**config.mk**
```make
export PLATFORM = sky130hd
export DESIGN_NAME = tbec_front
export DESIGN_NICKNAME = d
export VERILOG_FILES = /design/src/tbec_pkg.sv /design/src/tbec_front.sv
export SDC_FILE = /design/constraint.sdc
export NUM_CORES = 1
export LEC_CHECK = 0
export BUFFER_PORTS_ARGS = -buffer_cell sky130_fd_sc_hd__buf_2
export CORE_AREA = 2 2 307 309
export CTS_BUF_LIST = sky130_fd_sc_hd__clkbuf_4
export DETAILED_ROUTE_END_ITERATION = 8
export DIE_AREA = 0 0 309 311
export PLACE_DENSITY = 0.49
export SLEW_MARGIN = 5
export SYNTH_ARGS = -nofsm -noshare
export SYNTH_HDL_FRONTEND = slang
export SYNTH_SLANG_ARGS = --single-unit
```
**constraint.sdc**
```tcl
create_clock -name clk -period 6.2 [get_ports clk]
set_input_delay 0.93 -clock clk [delete_from_list [all_inputs] [get_ports clk]]
set_output_delay 0.93 -clock clk [all_outputs]
set_load 0.02 [all_outputs]
```
**src/tbec_pkg.sv**
```systemverilog
package tbec_pkg;

  // magnitudes of centre and velocity differences fit in 32 bits
  localparam int MAG_W  = 32;
  localparam int PROD_W = 2 * MAG_W;
  // signed dot product of three terms, and its magnitude
  localparam int DOT_W  = PROD_W + 3;
  localparam int DEN_W  = PROD_W + 2;
  localparam int PMAG_W = DEN_W;
  // the numerator product is split in two halves of the dot magnitude
  localparam int HALF_W = PMAG_W / 2;
  localparam int PART_W = (PMAG_W - HALF_W) + MAG_W;
  localparam int NUM_W  = PMAG_W + MAG_W;
  // quotient bits, one per divider stage
  localparam int QBITS  = 34;
  localparam int REM_W  = DEN_W;
  localparam int SUM_W  = QBITS + 2;
  // queue between front and back
  localparam int QDEPTH = 4;
  localparam int QPTR_W = $clog2(QDEPTH);

  typedef enum logic [2:0] {
    OP_PASS = 3'b001,
    OP_SWAP = 3'b010,
    OP_COLL = 3'b100
  } op_t;

  typedef struct packed {
    logic signed [31:0] vel1_x;
    logic signed [31:0] vel1_y;
    logic signed [31:0] vel1_z;
    logic signed [31:0] pos1_x;
    logic signed [31:0] pos1_y;
    logic signed [31:0] pos1_z;
    logic signed [31:0] vel2_x;
    logic signed [31:0] vel2_y;
    logic signed [31:0] vel2_z;
    logic signed [31:0] pos2_x;
    logic signed [31:0] pos2_y;
    logic signed [31:0] pos2_z;
  } pair_t;

  typedef struct packed {
    logic signed [31:0] out_vel1_x;
    logic signed [31:0] out_vel1_y;
    logic signed [31:0] out_vel1_z;
    logic signed [31:0] out_vel2_x;
    logic signed [31:0] out_vel2_y;
    logic signed [31:0] out_vel2_z;
    logic               coincident;
  } resp_t;

  // classified pair as it travels from front to back
  typedef struct packed {
    op_t                   op;
    logic [2:0][31:0]      v1;
    logic [2:0][31:0]      v2;
    logic [2:0][MAG_W-1:0] mw;
    logic [2:0][MAG_W-1:0] md;
    logic [2:0]            sn;
    logic [2:0]            sd;
  } cls_item_t;

endpackage

```
**src/tbec_front.sv**
```systemverilog
module tbec_front (
  input  logic              clk,
  input  logic              rst,
  input  tbec_pkg::pair_t   pair,
  input  logic              cfg_valid,
  output logic              cfg_ready,
  input  logic              cfg_data,
  output tbec_pkg::cls_item_t cls_item
);
  import tbec_pkg::*;

  logic                swap_tangential;
  logic [2:0][31:0]    v1;
  logic [2:0][31:0]    v2;
  logic [2:0][31:0]    p1;
  logic [2:0][31:0]    p2;
  logic [2:0][32:0]    d;
  logic [2:0][32:0]    w;
  logic [2:0][32:0]    dn;
  logic [2:0][32:0]    wn;
  logic                same;

  // mode register
  assign cfg_ready = 1'b1;
  always_ff @(posedge clk) begin
    if (rst) begin
      swap_tangential <= 1'b0;
    end else if (cfg_valid) begin
      swap_tangential <= cfg_data;
    end
  end

  assign v1 = {pair.vel1_z, pair.vel1_y, pair.vel1_x};
  assign v2 = {pair.vel2_z, pair.vel2_y, pair.vel2_x};
  assign p1 = {pair.pos1_z, pair.pos1_y, pair.pos1_x};
  assign p2 = {pair.pos2_z, pair.pos2_y, pair.pos2_x};

  // axis and relative velocity, split into magnitude and sign
  always_comb begin
    for (int i = 0; i < 3; i++) begin
      d[i]  = {p2[i][31], p2[i]} - {p1[i][31], p1[i]};
      w[i]  = {v2[i][31], v2[i]} - {v1[i][31], v1[i]};
      dn[i] = d[i][32] ? (33'd0 - d[i]) : d[i];
      wn[i] = w[i][32] ? (33'd0 - w[i]) : w[i];
    end
  end

  assign same = (d == '0);

  // classify
  always_comb begin
    cls_item.v1 = v1;
    cls_item.v2 = v2;
    for (int i = 0; i < 3; i++) begin
      cls_item.md[i] = dn[i][MAG_W-1:0];
      cls_item.mw[i] = wn[i][MAG_W-1:0];
      cls_item.sd[i] = d[i][32];
      cls_item.sn[i] = d[i][32] ^ w[i][32];
    end
    if (same) begin
      cls_item.op = OP_PASS;
    end else if (swap_tangential) begin
      cls_item.op = OP_SWAP;
    end else begin
      cls_item.op = OP_COLL;
    end
  end

endmodule

```
==> impl_metrics.py <==
metrics = {
    "floorplanning": {
        "start_util": 0.196,
        "core_sq_um": 92800,
        "io_pins": 782,
        "fp.dieW_um": 309,
        "die_h_um": 311,
        "rows": 112,
        "dieArea_sq_um": 96100,
    },
    "global_route": {
        "antenna_found_initial": 25,
        "grt_use_total": 0.165,
        "grt.overflow.total": 0,
        "grt_pass1_wl_mm": 126,
        "grt_max_degree": 33,
        "grt_pass1_vias": 21200,
    },
    "cells_and_area": {
        "layout.nets": 3936,
        "largest_register_ffs": 1,
        "final_core_util": 0.241,
        "final-seq-area_sq_um": 20.0,
        "n_fill_cell": 10700,
        "drive_gt1_frac": 0.268,
        "multi_input_area_sq_um": 15400,
        "layout.cells.non_filler": 4607,
        "syn2layout_area_growth_pct": 22.7,
        "top_register": "swap_tangential",
        "top_regs": "swap_tangential x1",
    },
    "sta": {
        "maxSlewViolCount": 0,
        "finalCriticalPeriod_ns": 6.02,
        "tightest_slew_ns": 0.983,
        "skew_ns": 0,
        "setup_viol": 0,
        "slew_headroom": 0.328,
        "fin_ws_ns": 0.175,
        "fin_crit_sh": 0.972,
        "hold_violations": 0,
        "fmax_mhz": 166,
    },
    "synthesis": {
        "netlist.area_leader.share": 0.137,
        "synth_area_leaders": "ha_1 14%, xnor2_1 8.8%, buf_4 8.0%, a21oi_1 7.0%, xor2_1 6.3%",
        "synth.distinct_cells": 94,
        "synth_seq_area_share": 0.00110,
        "synth_common_cells": "264 x inv_1, 255 x a21oi_1, 214 x nand2_1",
        "synth-edff-count": 0,
        "syn_nets": 3384,
        "synth-seq-cells": 1,
        "yosys_warnings": 0,
        "synth_ff_type": "dfxtp_1",
        "syn_avg_cell_area_sq_um": 6.52,
        "synth_area_sq_um": 18200,
        "syn_inst": 2791,
        "yosys.area.top_type": "ha_1",
        "yosysMostFrequentCell": "inv_1",
        "synth_async_sr_flop_share": 0,
    },
    "place": {
        "place_congestion": 0.922,
        "place_ws_ns": 0.0692,
        "io_buffers": 780,
        "dp_cells": 4595,
        "dp_hpwl_mm": 76.0,
    },
    "detailed_routing": {
        "wl_per_cell_um": 18.5,
        "vias": 22300,
        "drt-initial-drc-count": 1462,
        "firstDrtPassIters": 5,
        "vias_per_cell": 4.85,
        "ant_nets": 0,
        "drc": 0,
        "drt_wl_total_mm": 85.4,
    },
    "power_and_ir_drop": {
        "powerDensity_nw_per_um2": 173,
        "p_total_mw": 3.86,
        "leakagePower_nw": 10.8,
        "peakVddDrop_v": 0.000113,
    },
    "clock_tree": {
        "cts_post_setup_buffers_inserted": 0,
        "postCtsHoldBufs": 0,
        "clkLatencyLatePin_ns": 0,
        "clk_pin_slew_ns": 0,
    },
    "setup_path": {
        "arrival_ns": 5.09,
        "required_ns": 5.27,
        "crit_fanout": 6,
        "end_kind": "primary output",
        "cp-start-kind": "primary input",
        "path_class": "primary input to primary output",
    },
    "hold_path": {
        "hold_path.class": "flip-flop to flip-flop",
    },
    "status": {
        "status": "complete, no violations",
    },
    "flow_run": {
        "max-cap-violations": 0,
    },
}
[worst paths after layout]
path                                                   start                            to  slack (ns)  depth (start not counted)
worst min-delay path            swap_tangential$_SDFFE_PP0P_  swap_tangential$_SDFFE_PP0P_        0.52                          2
worst max-delay path                                 pair[0]                 cls_item[100]        0.18                         16
worst max register to register  swap_tangential$_SDFFE_PP0P_  swap_tangential$_SDFFE_PP0P_        5.59                          2
worst min register to register  swap_tangential$_SDFFE_PP0P_  swap_tangential$_SDFFE_PP0P_        0.52                          2
[what timing repair did]
action | in CTS | in global routing
hold endpoints to repair | 0 | 0
setup endpoints to repair | 0 | 11
resized for setup | 0 | 4
[final cells by class]
cell class,count,area share
sequential,1,0.000897
timing repair buffer,835,0.193
inverter,264,0.0444
tap,1254,0.0703
antenna,12,0.00135
multi-input combinational,2241,0.690
[metal layers]
layer,GRT usage,routed length [um]
met5,0,63
met1,0.215,37100
met2,0.294,41500
met4,0.0301,1190
met3,0.0183,5530
[power by group]
| group | total (mW) | leakage, nW | internal, mW | switching, mW |
|---|---|---|---|---|
| Sequential | 0.00720 | 0.00826 | 0.00696 | 0.000242 |
| Clock | 0.000000261 | 0.0000761 | 0.000000261 | 0 |
| Combinational | 3.85 | 10.8 | 1.34 | 2.52 |
| Total | 3.86 | 10.8 | 1.34 | 2.52 |
[logic make-up after synthesis]
logic type / count (synthesis) / synth area share
xor+xnor: 314 / 0.152
other cells: 1 / 0.000206
simple gates: 849 / 0.233
compound gates: 859 / 0.309
fa+ha+maj: 205 / 0.144
flops: 1 / 0.00110
mux: 13 / 0.00764
buf+inv: 549 / 0.154
[stage by stage]
stage                     cell area (sq um)   TNS [ns]  hold slack, ns
final                                 22300          0           0.521
after global routing                  22300  -0.000971           0.582
after CTS                             22300          0           0.515
after detailed placement              22300          0           0.515
after global placement                22300          0           0.510
after floorplan                       18200          0           0.477
[worst max-delay path: stages]
cell	delay (ns)
buf_2	0.09
inv_1	0.05
ha_1	0.17
inv_1	0.06
fa_1	0.47
a211oi_1	0.32
o21ai_1	0.24
a31oi_1	0.34
o21bai_1	0.15
xor2_1	0.24
a2111o_1	0.50
nor3b_2	0.35
and3b_1	0.43
a31oi_1	0.15
xnor2_1	0.35
buf_2	0.25
[cell usage in the layout, fill, tap and decap left out, types with 55 or more instances in the layout]
cell     count
a21o_1      57
a21oi_1    255
buf_2      780
buf_4       55
ha_1       199
inv_1      264
nand2_1    214
nand3_1     59
nor2_1     213
nor3_1      68
o21ai_0    154
xnor2_1    182
xor2_1     131
No activity file was read; power rests on OpenSTA's default activity.
